[src/rtl/pfn_pkg.sv]
// shared types and constants for the polygon fan normal block
`default_nettype none
package pfn_pkg;
  localparam int CW = 16;
  localparam int NW = 24;
  localparam int EW = 24;
  localparam int FW = 3;
  localparam int DW = CW + 1;      // edge difference width
  localparam int PW = 2 * DW + 1;  // cross component width
  localparam int MW = 31;          // normalized magnitude width

  typedef struct packed {
    logic [CW-1:0] coord_x;
    logic [CW-1:0] coord_y;
    logic [CW-1:0] coord_z;
    logic [NW-1:0] node_id;
    logic [EW-1:0] element_id;
    logic [FW-1:0] face_number;
    logic          last_vertex;
  } in_item_t;

  typedef struct packed {
    logic [NW-1:0] node_a;
    logic [NW-1:0] node_b;
    logic [NW-1:0] node_c;
    logic [15:0]   normal_x;
    logic [15:0]   normal_y;
    logic [15:0]   normal_z;
    logic          degenerate;
    logic [EW-1:0] owner_element;
    logic [FW-1:0] owner_face;
    logic          last_triangle;
  } out_item_t;

  typedef enum logic [7:0] {
    S_IDLE  = 8'b00000001,
    S_MUL   = 8'b00000010,
    S_NORM  = 8'b00000100,
    S_SQR   = 8'b00001000,
    S_SQRT  = 8'b00010000,
    S_DIV   = 8'b00100000,
    S_OUT   = 8'b01000000,
    S_DEGEN = 8'b10000000
  } state_t;
endpackage
`default_nettype wire

[src/rtl/pfn_if.sv]
// valid/ready channel carrying one payload
`default_nettype none
interface pfn_if #(parameter type T = logic) (input wire logic clk);
  logic valid;
  logic ready;
  T     data;
  modport source (output valid, output data, input ready);
  modport sink (input valid, input data, output ready);
endinterface
`default_nettype wire

[src/rtl/polygon_fan_flat_normal_top.sv]
// polygon fan triangulation with per-triangle unit normal, serial arithmetic
// steps from a closing vertex to its triangle; a degenerate one goes from the first normalize check to output
// (6 serial multiplies, the normalizing shifts, 3 squares,
// a root, 3 divides, an output step)
// one triangle in flight; the first two vertices of a face are only stored
// the output register frees the input side once a triangle is loaded into it
// reset: synchronous active-low rst_n clears control, face state and the limit
`default_nettype none
module polygon_fan_flat_normal_top import pfn_pkg::*; (
  input  wire logic clk,
  input  wire logic rst_n,
  input  wire logic                  in_valid,
  output logic                       in_ready,
  input  wire logic signed [CW-1:0]  in_coord_x,
  input  wire logic signed [CW-1:0]  in_coord_y,
  input  wire logic signed [CW-1:0]  in_coord_z,
  input  wire logic [NW-1:0]         in_node_id,
  input  wire logic [EW-1:0]         in_element_id,
  input  wire logic [FW-1:0]         in_face_number,
  input  wire logic                  in_last_vertex,
  output logic                       out_valid,
  input  wire logic                  out_ready,
  output logic [NW-1:0]              out_node_a,
  output logic [NW-1:0]              out_node_b,
  output logic [NW-1:0]              out_node_c,
  output logic signed [15:0]         out_normal_x,
  output logic signed [15:0]         out_normal_y,
  output logic signed [15:0]         out_normal_z,
  output logic                       out_degenerate,
  output logic [EW-1:0]              out_owner_element,
  output logic [FW-1:0]              out_owner_face,
  output logic                       out_last_triangle,
  input  wire logic                  cfg_valid,
  output logic                       cfg_ready,
  input  wire logic [15:0]           cfg_data
);
  pfn_if #(.T(in_item_t)) in_ch (.clk(clk));
  pfn_if #(.T(out_item_t)) out_ch (.clk(clk));

  assign in_ch.valid = in_valid;
  assign in_ready = in_ch.ready;
  assign in_ch.data = '{coord_x: in_coord_x, coord_y: in_coord_y, coord_z: in_coord_z,
                        node_id: in_node_id, element_id: in_element_id,
                        face_number: in_face_number, last_vertex: in_last_vertex};
  assign out_valid = out_ch.valid;
  assign out_ch.ready = out_ready;
  assign out_node_a = out_ch.data.node_a;
  assign out_node_b = out_ch.data.node_b;
  assign out_node_c = out_ch.data.node_c;
  assign out_normal_x = out_ch.data.normal_x;
  assign out_normal_y = out_ch.data.normal_y;
  assign out_normal_z = out_ch.data.normal_z;
  assign out_degenerate = out_ch.data.degenerate;
  assign out_owner_element = out_ch.data.owner_element;
  assign out_owner_face = out_ch.data.owner_face;
  assign out_last_triangle = out_ch.data.last_triangle;

  // state
  state_t        st_r, st_nxt;
  logic [15:0]   limit_r;
  logic [CW-1:0] ca_r [3];
  logic [CW-1:0] pb_r [3];
  logic [NW-1:0] cnode_r, pnode_r;
  logic [1:0]    seen_r;
  in_item_t      cur_r;
  logic [DW-1:0] e1_r [3];
  logic [DW-1:0] e2_r [3];
  logic [PW-1:0] cr_r [3];
  logic [63:0]   m_r [3];
  logic [63:0]   sum_r;
  logic [31:0]   root_r;
  logic [15:0]   nrm_r [3];
  logic [2:0]    step_r;
  logic          half_r;
  logic          launch_r, launch_nxt;
  logic          norm_first_r;
  out_item_t     obuf_r;
  logic          ovld_r;

  assign cfg_ready = 1'b1;
  assign in_ch.ready = (st_r == S_IDLE);
  logic acc;
  assign acc = in_ch.valid && in_ch.ready;

  // serial unit operand muxing
  logic [31:0] ma, mb;
  logic        mdone, sdone, ddone;
  logic [63:0] mprod;
  logic [31:0] sroot;
  logic [47:0] dquo;
  logic [1:0]  ix1, ix2;

  always_comb begin
    ix1 = 2'd1; ix2 = 2'd2;
    case (step_r)
      3'd0: begin ix1 = 2'd1; ix2 = 2'd2; end
      3'd1: begin ix1 = 2'd2; ix2 = 2'd0; end
      3'd2: begin ix1 = 2'd0; ix2 = 2'd1; end
      default: begin ix1 = 2'd1; ix2 = 2'd2; end
    endcase
  end

  logic [DW-1:0] opa, opb;
  logic          negp;
  always_comb begin
    if (st_r == S_MUL) begin
      opa = half_r ? e1_r[ix2] : e1_r[ix1];
      opb = half_r ? e2_r[ix1] : e2_r[ix2];
      ma = {{(32-DW){1'b0}}, opa[DW-1] ? -opa : opa};
      mb = {{(32-DW){1'b0}}, opb[DW-1] ? -opb : opb};
      negp = opa[DW-1] ^ opb[DW-1];
    end else begin
      opa = '0; opb = '0; negp = 1'b0;
      ma = m_r[step_r[1:0]][31:0];
      mb = m_r[step_r[1:0]][31:0];
    end
  end

  logic [PW-1:0] sprod;
  assign sprod = negp ? -mprod[PW-1:0] : mprod[PW-1:0];

  pfn_serial_mul u_mul (.clk(clk), .rst_n(rst_n),
    .start(launch_r && (st_r == S_MUL || st_r == S_SQR)),
    .a(ma), .b(mb), .done(mdone), .prod(mprod));
  pfn_isqrt u_sqrt (.clk(clk), .rst_n(rst_n),
    .start(launch_r && st_r == S_SQRT), .x(sum_r), .done(sdone), .root(sroot));
  pfn_divider u_div (.clk(clk), .rst_n(rst_n),
    .start(launch_r && st_r == S_DIV),
    .num({2'b0, m_r[step_r[1:0]][30:0], 15'd0} + {16'd0, 1'b0, root_r[31:1]}),
    .den(root_r), .done(ddone), .quo(dquo));

  // magnitudes of the cross product, largest magnitude and small-triangle test
  logic [PW-1:0] mag [3];
  logic [PW-1:0] mx;
  logic          tiny;
  logic [63:0]   ssmall;
  always_comb begin
    for (int i = 0; i < 3; i++) mag[i] = cr_r[i][PW-1] ? -cr_r[i] : cr_r[i];
    mx = mag[0];
    if (mag[1] > mx) mx = mag[1];
    if (mag[2] > mx) mx = mag[2];
    tiny = (mag[0] <= PW'(255)) && (mag[1] <= PW'(255)) && (mag[2] <= PW'(255));
    ssmall = 64'({8'd0, mag[0][7:0]} * {8'd0, mag[0][7:0]})
           + 64'({8'd0, mag[1][7:0]} * {8'd0, mag[1][7:0]})
           + 64'({8'd0, mag[2][7:0]} * {8'd0, mag[2][7:0]});
  end

  logic [15:0] qsat;
  assign qsat = (dquo > 48'd32767) ? 16'd32767 : dquo[15:0];

  // sequencer
  always_comb begin
    st_nxt = st_r;
    case (st_r)
      S_IDLE:  if (acc && seen_r == 2'd2) st_nxt = S_MUL;
      S_MUL:   if (mdone && half_r && step_r == 3'd2) st_nxt = S_NORM;
      S_NORM: begin
        if (norm_first_r) begin
          if (tiny && ((ssmall <= {48'd0, limit_r}) || ssmall == 64'd0)) st_nxt = S_DEGEN;
          else st_nxt = S_NORM;
        end else if (m_r[0][63:30] == 34'd0 && m_r[1][63:30] == 34'd0
                 && m_r[2][63:30] == 34'd0) st_nxt = S_NORM;
        else if (m_r[0][63:31] == 33'd0 && m_r[1][63:31] == 33'd0
                 && m_r[2][63:31] == 33'd0) st_nxt = S_SQR;
        else st_nxt = S_NORM;
      end
      S_SQR:   if (mdone && step_r == 3'd2) st_nxt = S_SQRT;
      S_SQRT:  if (sdone) st_nxt = S_DIV;
      S_DIV:   if (ddone && step_r == 3'd2) st_nxt = S_OUT;
      S_OUT:   if (!ovld_r) st_nxt = S_IDLE;
      S_DEGEN: if (!ovld_r) st_nxt = S_IDLE;
      default: st_nxt = S_IDLE;
    endcase
  end

  // start pulse for the serial units
  assign launch_nxt = (acc && seen_r == 2'd2)
                   || (st_r == S_MUL && mdone && (!half_r || step_r != 3'd2))
                   || (st_r == S_NORM && st_nxt == S_SQR)
                   || (st_r == S_SQR && mdone)
                   || (st_r == S_SQRT && sdone)
                   || (st_r == S_DIV && ddone && step_r != 3'd2);

  always_ff @(posedge clk) begin
    if (!rst_n) begin
      st_r <= S_IDLE;
      limit_r <= '0;
      seen_r <= '0;
      ovld_r <= 1'b0;
      launch_r <= 1'b0;
      step_r <= '0;
      half_r <= 1'b0;
      cnode_r <= '0;
      pnode_r <= '0;
      norm_first_r <= 1'b0;
      for (int i = 0; i < 3; i++) begin
        ca_r[i] <= '0;
        pb_r[i] <= '0;
      end
    end else begin
      st_r <= st_nxt;
      launch_r <= launch_nxt;
      if (cfg_valid && cfg_ready) limit_r <= cfg_data;
      if (out_ch.valid && out_ch.ready) ovld_r <= 1'b0;
      // vertex acceptance and face bookkeeping
      if (acc) begin
        cur_r <= in_ch.data;
        if (seen_r == 2'd0) begin
          ca_r[0] <= in_ch.data.coord_x; ca_r[1] <= in_ch.data.coord_y;
          ca_r[2] <= in_ch.data.coord_z; cnode_r <= in_ch.data.node_id;
          seen_r <= in_ch.data.last_vertex ? 2'd0 : 2'd1;
        end else if (seen_r == 2'd1) begin
          pb_r[0] <= in_ch.data.coord_x; pb_r[1] <= in_ch.data.coord_y;
          pb_r[2] <= in_ch.data.coord_z; pnode_r <= in_ch.data.node_id;
          seen_r <= in_ch.data.last_vertex ? 2'd0 : 2'd2;
        end else begin
          e1_r[0] <= DW'($signed(pb_r[0])) - DW'($signed(ca_r[0]));
          e1_r[1] <= DW'($signed(pb_r[1])) - DW'($signed(ca_r[1]));
          e1_r[2] <= DW'($signed(pb_r[2])) - DW'($signed(ca_r[2]));
          e2_r[0] <= DW'($signed(in_ch.data.coord_x)) - DW'($signed(ca_r[0]));
          e2_r[1] <= DW'($signed(in_ch.data.coord_y)) - DW'($signed(ca_r[1]));
          e2_r[2] <= DW'($signed(in_ch.data.coord_z)) - DW'($signed(ca_r[2]));
          step_r <= '0;
          half_r <= 1'b0;
          if (in_ch.data.last_vertex) seen_r <= 2'd0;
        end
      end
      // cross products: two serial products per component
      if (st_r == S_MUL && mdone) begin
        if (!half_r) begin
          cr_r[step_r[1:0]] <= sprod;
          half_r <= 1'b1;
        end else begin
          cr_r[step_r[1:0]] <= cr_r[step_r[1:0]] - sprod;
          half_r <= 1'b0;
          if (step_r != 3'd2) begin
            step_r <= step_r + 3'd1;
          end else begin
            norm_first_r <= 1'b1;
          end
        end
      end
      // normalize magnitudes one shift per cycle
      if (st_r == S_NORM) begin
        norm_first_r <= 1'b0;
        if (norm_first_r) begin
          for (int i = 0; i < 3; i++) m_r[i] <= 64'(mag[i]);
        end else if (st_nxt == S_NORM) begin
          if (m_r[0][63:31] == 33'd0 && m_r[1][63:31] == 33'd0 && m_r[2][63:31] == 33'd0)
            for (int i = 0; i < 3; i++) m_r[i] <= m_r[i] << 1;
          else
            for (int i = 0; i < 3; i++) m_r[i] <= m_r[i] >> 1;
        end
        if (st_nxt == S_SQR) begin
          step_r <= '0;
          sum_r <= '0;
        end
      end
      // sum of squares
      if (st_r == S_SQR && mdone) begin
        sum_r <= sum_r + mprod;
        if (step_r != 3'd2) step_r <= step_r + 3'd1;
      end
      if (st_r == S_SQRT && sdone) begin
        root_r <= sroot;
        step_r <= '0;
      end
      // per-component divide with saturation and sign
      if (st_r == S_DIV && ddone) begin
        nrm_r[step_r[1:0]] <= cr_r[step_r[1:0]][PW-1] ? -qsat : qsat;
        if (step_r != 3'd2) step_r <= step_r + 3'd1;
      end
      // result register
      if ((st_r == S_OUT || st_r == S_DEGEN) && !ovld_r) begin
        ovld_r <= 1'b1;
        obuf_r.node_a <= cnode_r;
        obuf_r.node_b <= pnode_r;
        obuf_r.node_c <= cur_r.node_id;
        obuf_r.degenerate <= (st_r == S_DEGEN);
        obuf_r.normal_x <= (st_r == S_DEGEN) ? 16'd0 : nrm_r[0];
        obuf_r.normal_y <= (st_r == S_DEGEN) ? 16'd0 : nrm_r[1];
        obuf_r.normal_z <= (st_r == S_DEGEN) ? 16'd32767 : nrm_r[2];
        obuf_r.owner_element <= cur_r.element_id;
        obuf_r.owner_face <= cur_r.face_number;
        obuf_r.last_triangle <= cur_r.last_vertex;
        pb_r[0] <= cur_r.coord_x; pb_r[1] <= cur_r.coord_y; pb_r[2] <= cur_r.coord_z;
        pnode_r <= cur_r.node_id;
      end
    end
  end

  assign out_ch.valid = ovld_r;
  assign out_ch.data = obuf_r;
endmodule
`default_nettype wire

[src/rtl/pfn_serial_mul.sv]
// shift-add multiplier, one multiplier bit per cycle, unsigned operands
`default_nettype none
module pfn_serial_mul import pfn_pkg::*; (
  input  wire logic            clk,
  input  wire logic            rst_n,
  input  wire logic            start,
  input  wire logic [31:0]     a,
  input  wire logic [31:0]     b,
  output logic                 done,
  output logic [63:0]          prod
);
  logic [63:0] acc_r, acc_nxt;
  logic [63:0] mcand_r, mcand_nxt;
  logic [31:0] mplier_r, mplier_nxt;
  logic [5:0]  cnt_r, cnt_nxt;
  logic        busy_r, busy_nxt;

  // one partial product per cycle
  always_comb begin
    acc_nxt = acc_r;
    mcand_nxt = mcand_r;
    mplier_nxt = mplier_r;
    cnt_nxt = cnt_r;
    busy_nxt = busy_r;
    if (start) begin
      acc_nxt = '0;
      mcand_nxt = {32'd0, a};
      mplier_nxt = b;
      cnt_nxt = 6'd0;
      busy_nxt = 1'b1;
    end else if (busy_r) begin
      if (mplier_r[0]) acc_nxt = acc_r + mcand_r;
      mcand_nxt = {mcand_r[62:0], 1'b0};
      mplier_nxt = {1'b0, mplier_r[31:1]};
      cnt_nxt = cnt_r + 6'd1;
      if (cnt_r == 6'd31) busy_nxt = 1'b0;
    end
  end

  always_ff @(posedge clk) begin
    if (!rst_n) begin
      busy_r <= 1'b0;
      cnt_r <= '0;
    end else begin
      busy_r <= busy_nxt;
      cnt_r <= cnt_nxt;
    end
    acc_r <= acc_nxt;
    mcand_r <= mcand_nxt;
    mplier_r <= mplier_nxt;
  end

  assign done = busy_r && (cnt_r == 6'd31);
  assign prod = acc_nxt;
endmodule
`default_nettype wire

[src/rtl/pfn_isqrt.sv]
// bit-serial integer square root, one result bit per cycle
`default_nettype none
module pfn_isqrt import pfn_pkg::*; (
  input  wire logic        clk,
  input  wire logic        rst_n,
  input  wire logic        start,
  input  wire logic [63:0] x,
  output logic             done,
  output logic [31:0]      root
);
  logic [63:0] rem_r, rem_nxt;
  logic [63:0] res_r, res_nxt;
  logic [63:0] bit_r, bit_nxt;
  logic        busy_r, busy_nxt;
  logic [63:0] trial;

  // classic digit-by-digit root over 32 steps
  always_comb begin
    rem_nxt = rem_r;
    res_nxt = res_r;
    bit_nxt = bit_r;
    busy_nxt = busy_r;
    trial = res_r + bit_r;
    if (start) begin
      rem_nxt = x;
      res_nxt = '0;
      bit_nxt = 64'd1 << 62;
      busy_nxt = 1'b1;
    end else if (busy_r) begin
      if (rem_r >= trial) begin
        rem_nxt = rem_r - trial;
        res_nxt = (res_r >> 1) + bit_r;
      end else begin
        res_nxt = res_r >> 1;
      end
      bit_nxt = bit_r >> 2;
      if (bit_r[0]) busy_nxt = 1'b0;
    end
  end

  always_ff @(posedge clk) begin
    if (!rst_n) begin
      busy_r <= 1'b0;
    end else begin
      busy_r <= busy_nxt;
    end
    rem_r <= rem_nxt;
    res_r <= res_nxt;
    bit_r <= bit_nxt;
  end

  assign done = busy_r && bit_r[0];
  assign root = res_nxt[31:0];
endmodule
`default_nettype wire

[src/rtl/pfn_divider.sv]
// restoring divider, one quotient bit per cycle
`default_nettype none
module pfn_divider import pfn_pkg::*; (
  input  wire logic        clk,
  input  wire logic        rst_n,
  input  wire logic        start,
  input  wire logic [47:0] num,
  input  wire logic [31:0] den,
  output logic             done,
  output logic [47:0]      quo
);
  logic [47:0] q_r, q_nxt;
  logic [32:0] rem_r, rem_nxt;
  logic [5:0]  cnt_r, cnt_nxt;
  logic        busy_r, busy_nxt;
  logic [32:0] sh;

  always_comb begin
    q_nxt = q_r;
    rem_nxt = rem_r;
    cnt_nxt = cnt_r;
    busy_nxt = busy_r;
    sh = {rem_r[31:0], q_r[47]};
    if (start) begin
      q_nxt = num;
      rem_nxt = '0;
      cnt_nxt = '0;
      busy_nxt = 1'b1;
    end else if (busy_r) begin
      if (sh >= {1'b0, den}) begin
        rem_nxt = sh - {1'b0, den};
        q_nxt = {q_r[46:0], 1'b1};
      end else begin
        rem_nxt = sh;
        q_nxt = {q_r[46:0], 1'b0};
      end
      cnt_nxt = cnt_r + 6'd1;
      if (cnt_r == 6'd47) busy_nxt = 1'b0;
    end
  end

  always_ff @(posedge clk) begin
    if (!rst_n) begin
      busy_r <= 1'b0;
      cnt_r <= '0;
    end else begin
      busy_r <= busy_nxt;
      cnt_r <= cnt_nxt;
    end
    q_r <= q_nxt;
    rem_r <= rem_nxt;
  end

  assign done = busy_r && (cnt_r == 6'd47);
  assign quo = q_nxt;
endmodule
`default_nettype wire

[config.mk]
export PLATFORM = sky130hd
export DESIGN_NAME = polygon_fan_flat_normal_top
export DESIGN_NICKNAME = d
export VERILOG_FILES = /design/src/rtl/pfn_pkg.sv /design/src/rtl/pfn_if.sv /design/src/rtl/polygon_fan_flat_normal_top.sv /design/src/rtl/pfn_serial_mul.sv /design/src/rtl/pfn_isqrt.sv /design/src/rtl/pfn_divider.sv
export SDC_FILE = /design/constraint.sdc
export NUM_CORES = 2
export LEC_CHECK = 0
export BUFFER_PORTS_ARGS = -buffer_cell sky130_fd_sc_hd__buf_2
export CAP_MARGIN = 15
export CORE_ASPECT_RATIO = 1.75
export CORE_MARGIN = 2
export CORE_UTILIZATION = 30
export CTS_BUF_LIST = sky130_fd_sc_hd__clkbuf_8
export DETAILED_ROUTE_END_ITERATION = 6
export GPL_ROUTABILITY_DRIVEN = 1
export GPL_TIMING_DRIVEN = 0
export HOLD_SLACK_MARGIN = 0.1
export SETUP_SLACK_MARGIN = 0.4
export SKIP_CTS_REPAIR_TIMING = 1
export SLEW_MARGIN = 40
export SYNTH_ARGS = -nofsm -noshare
export SYNTH_HDL_FRONTEND = slang
export SYNTH_SLANG_ARGS = --single-unit
[constraint.sdc]
create_clock -name clk -period 45 [get_ports clk]
set_input_delay 2.25 -clock clk [delete_from_list [all_inputs] [get_ports clk]]
set_output_delay 2.25 -clock clk [all_outputs]
set_load 0.03 [all_outputs]
==> impl_metrics.tcl <==
set metrics [dict create \
    fin_crit_sh_pct 28.2 \
    seqPwrFrac_pct 48.1 \
    dieArea_sq_um 296000 \
    worstMarginPinSlew_ns 0.999 \
    routed_wl_um 296000 \
    postRouteAntennaNets 0 \
    cts_tree "yes" \
    critPathKind "flip-flop to flip-flop" \
    synth_edf_count 1051 \
    yosys_most_used_dff "edfxtp_1" \
    root_buffer "clkbuf_8" \
    dp_hpwl_um 235000 \
    grt_usage_pct 19.5 \
    slew_headroom_pct 33.0 \
    overflow 0 \
    htree_num_levels 4 \
    synth_top_family_by_area "compound AO/OA/AOI/OAI gates" \
    area_growth_syn_to_layout_pct 13.9 \
    io_buffer_count 269 \
    ir_worst_vdd_mv 0.0284 \
    cp_slowest_stage_delay_ns 0.91 \
    syn_inst 8865 \
    comb_power_share_pct 14.6 \
    cp-start-kind "flip-flop" \
    cp.required_ns 45.75 \
    synth-compound-area-share_pct 16.5 \
    synth_area_leaders "edfxtp_1, dfxtp_1, ha_1" \
    gp_congestion 0.988 \
    synth_top_area_share_pct 36.1 \
    crit_slowest_cell "a211oi_2" \
    initial_core_util_pct 30.1 \
    synthAdderAreaFrac_pct 11.0 \
    clock_skew_ns 0.111 \
    p_int_w 0.00224 \
    antenna_found_initial 30 \
    rsz0062_at_grt "no" \
    synthesis.area_sq_um 87400 \
    report.final.setup_viol 0 \
    ys_ff_latch 1419 \
    numCtsBuffers 223 \
    leakage_nw 38.9 \
    fmax_ghz 0.0789 \
    dp_cells 13000 \
    slew_viol_final 0 \
    fillers 29900 \
    cap_violations 0 \
    ys_types 116 \
    cp_common_cell "fa_1" \
    drtIter0Drc 4276 \
    ys_seq_area_share_pct 44.5 \
    via_count 69900 \
    rows 262 \
    clk_latency_ns 1.11 \
    min_period_ns 12.67 \
    async_flop_share_pct 0 \
    instances_no_fill 13400 \
    yosys-top-cells-count "edfxtp_1, nor2_1, nand2_1" \
    power_frac_clock_pct 37.3 \
    p_sw_share_pct 28.2 \
    p_sw_w 0.000880 \
    ff2ff_setup_slack_ns 32.33 \
    viasPerCell 5.20 \
    cp-end-kind "flip-flop" \
    p_per_area_nw_per_um2 31.4 \
    drc_errors 0 \
    grt_pass1_wl_um 436000 \
    synth-xor-area-share_pct 5.33 \
    crit_buf_inv 15 \
    critPathMaxFanout 17 \
    clockBufferDepth 4 \
    clk_pin_slew_ns 0.07 \
    synth_most_common_cell "edfxtp_1" \
    grt_pass1_vias 70700 \
    die_w_um 412 \
    finish.utilization_pct 34.3 \
    worstPathArrival_ns 13.43 \
    tns_ns 0 \
    yosys-mux-area-fraction_pct 3.59 \
    grt_max_degree 59 \
    holdCritPathClass "flip-flop to flip-flop" \
    status "finished clean" \
    cts_sinks 1419 \
    fp.coreArea_sq_um 290000 \
    drt_pass1_iterations 6 \
    hold_viol_final 0 \
    die_y_um 718 \
    yosys.area_share.simple_pct 15.2 \
    finalNetCount 10200 \
    drive_gt1_share_pct 9.95 \
    crit_family "adder cells" \
    num_io_pins 273 \
    yosys.area.top_type "edfxtp_1" \
    post_drt_wl_per_cell_um 22.0 \
    avgSynthCellArea_sq_um 9.86 \
    synth_warnings 0 \
]
-- path summary, 6_finish.rpt --
check	start	depth (start not counted)	to
max	cr_r[0][34]$_DFFE_PP_	39	m_r[1][42]$_DFFE_PP_
min	cur_r[22]$_DFFE_PP_	0	out_owner_element[18]$_DFFE_PP_
min reg2reg	cur_r[22]$_DFFE_PP_	0	out_owner_element[18]$_DFFE_PP_
max reg2reg	cr_r[0][34]$_DFFE_PP_	39	m_r[1][42]$_DFFE_PP_
-- layout by cell type, fill, tap and decap left out, drive strengths merged, types with 142 or more instances in the layout --
master	n
dfxtp	368
clkbuf	544
xnor2	303
inv	571
xor2	226
ha	544
mux2i	225
a21oi	605
a31oi	144
and2	174
a21o	215
o21ai	553
buf	396
nand2	820
edfxtp	1051
fa	142
nor2	960
-- power by group through the flow --
| stage | Combinational, W | Sequential, W | Clock [W] |
|---|---|---|---|
| finish | 0.000456 | 0.00150 | 0.00117 |
| global route | 0.000508 | 0.00150 | 0.00124 |
| CTS | 0.000456 | 0.00150 | 0.00119 |
| detailed placement | 0.000453 | 0.00153 | 0 |
| global placement | 0.000445 | 0.00153 | 0 |
| floorplan | 0.000323 | 0.00152 | 0 |
-- stage by stage --
| step | hold WS (ns) | power (W) | instance area (sq um) | setup WS (ns) |
|---|---|---|---|---|
| final | 0.410 | 0.00312 | 99600 | 32.33 |
| after global routing | 0.415 | 0.00325 | 99600 | 32.09 |
| after CTS | 0.408 | 0.00315 | 99500 | 32.38 |
| after detailed placement | 0.407 | 0.00198 | 95000 | 32.40 |
| after global placement | 0.400 | 0.00197 | 93600 | 19.47 |
| after floorplan | 0.400 | 0.00184 | 87500 | 26.83 |
-- layer usage --
| metal | up-vias | wire length [um] | global-route usage, % |
|---|---|---|---|
| met4 | 24 | 28400 | 16.1 |
| li1 | 33200 | - | - |
| met1 | 33400 | 99800 | 18.6 |
| met5 | - | 138 | 0 |
| met2 | 2280 | 151000 | 35.6 |
| met3 | 971 | 16500 | 3.78 |
-- flip-flops by register name, summed over array words and instances, names as in the netlist, 32 cells and up --
name            count
ca_r               48
cr_r              140
cur_r             100
e1_r               51
e2_r               51
m_r               192
nrm_r              48
pb_r               48
root_r             32
sum_r              64
u_div.q_r          48
u_div.rem_r        32
u_mul.acc_r        64
u_mul.mcand_r      64
u_mul.mplier_r     32
u_sqrt.bit_r       32
u_sqrt.rem_r       64
u_sqrt.res_r       64
-- logic make-up after synthesis --
family	Yosys count
simple gates	2826
compound gates	2260
flops	1419
buf+inv	873
fa+ha+maj	686
xor+xnor	530
mux	269
other cells	2
-- area by class of cell --
cell class | count | area, sq um | share of cell area (%)
Multi-Input combinational cell | 6575 | 45700 | 45.8
Sequential cell | 1419 | 38900 | 39.1
Tap cell | 3828 | 4790 | 4.81
Clock buffer | 244 | 3360 | 3.37
Timing Repair Buffer | 329 | 2260 | 2.27
Inverter | 506 | 1910 | 1.92
Buffer | 367 | 1510 | 1.52
Clock inverter | 151 | 1150 | 1.16
Antenna cell | 9 | 22.5 | 0.0226
(Power assumes the default switching activity.)
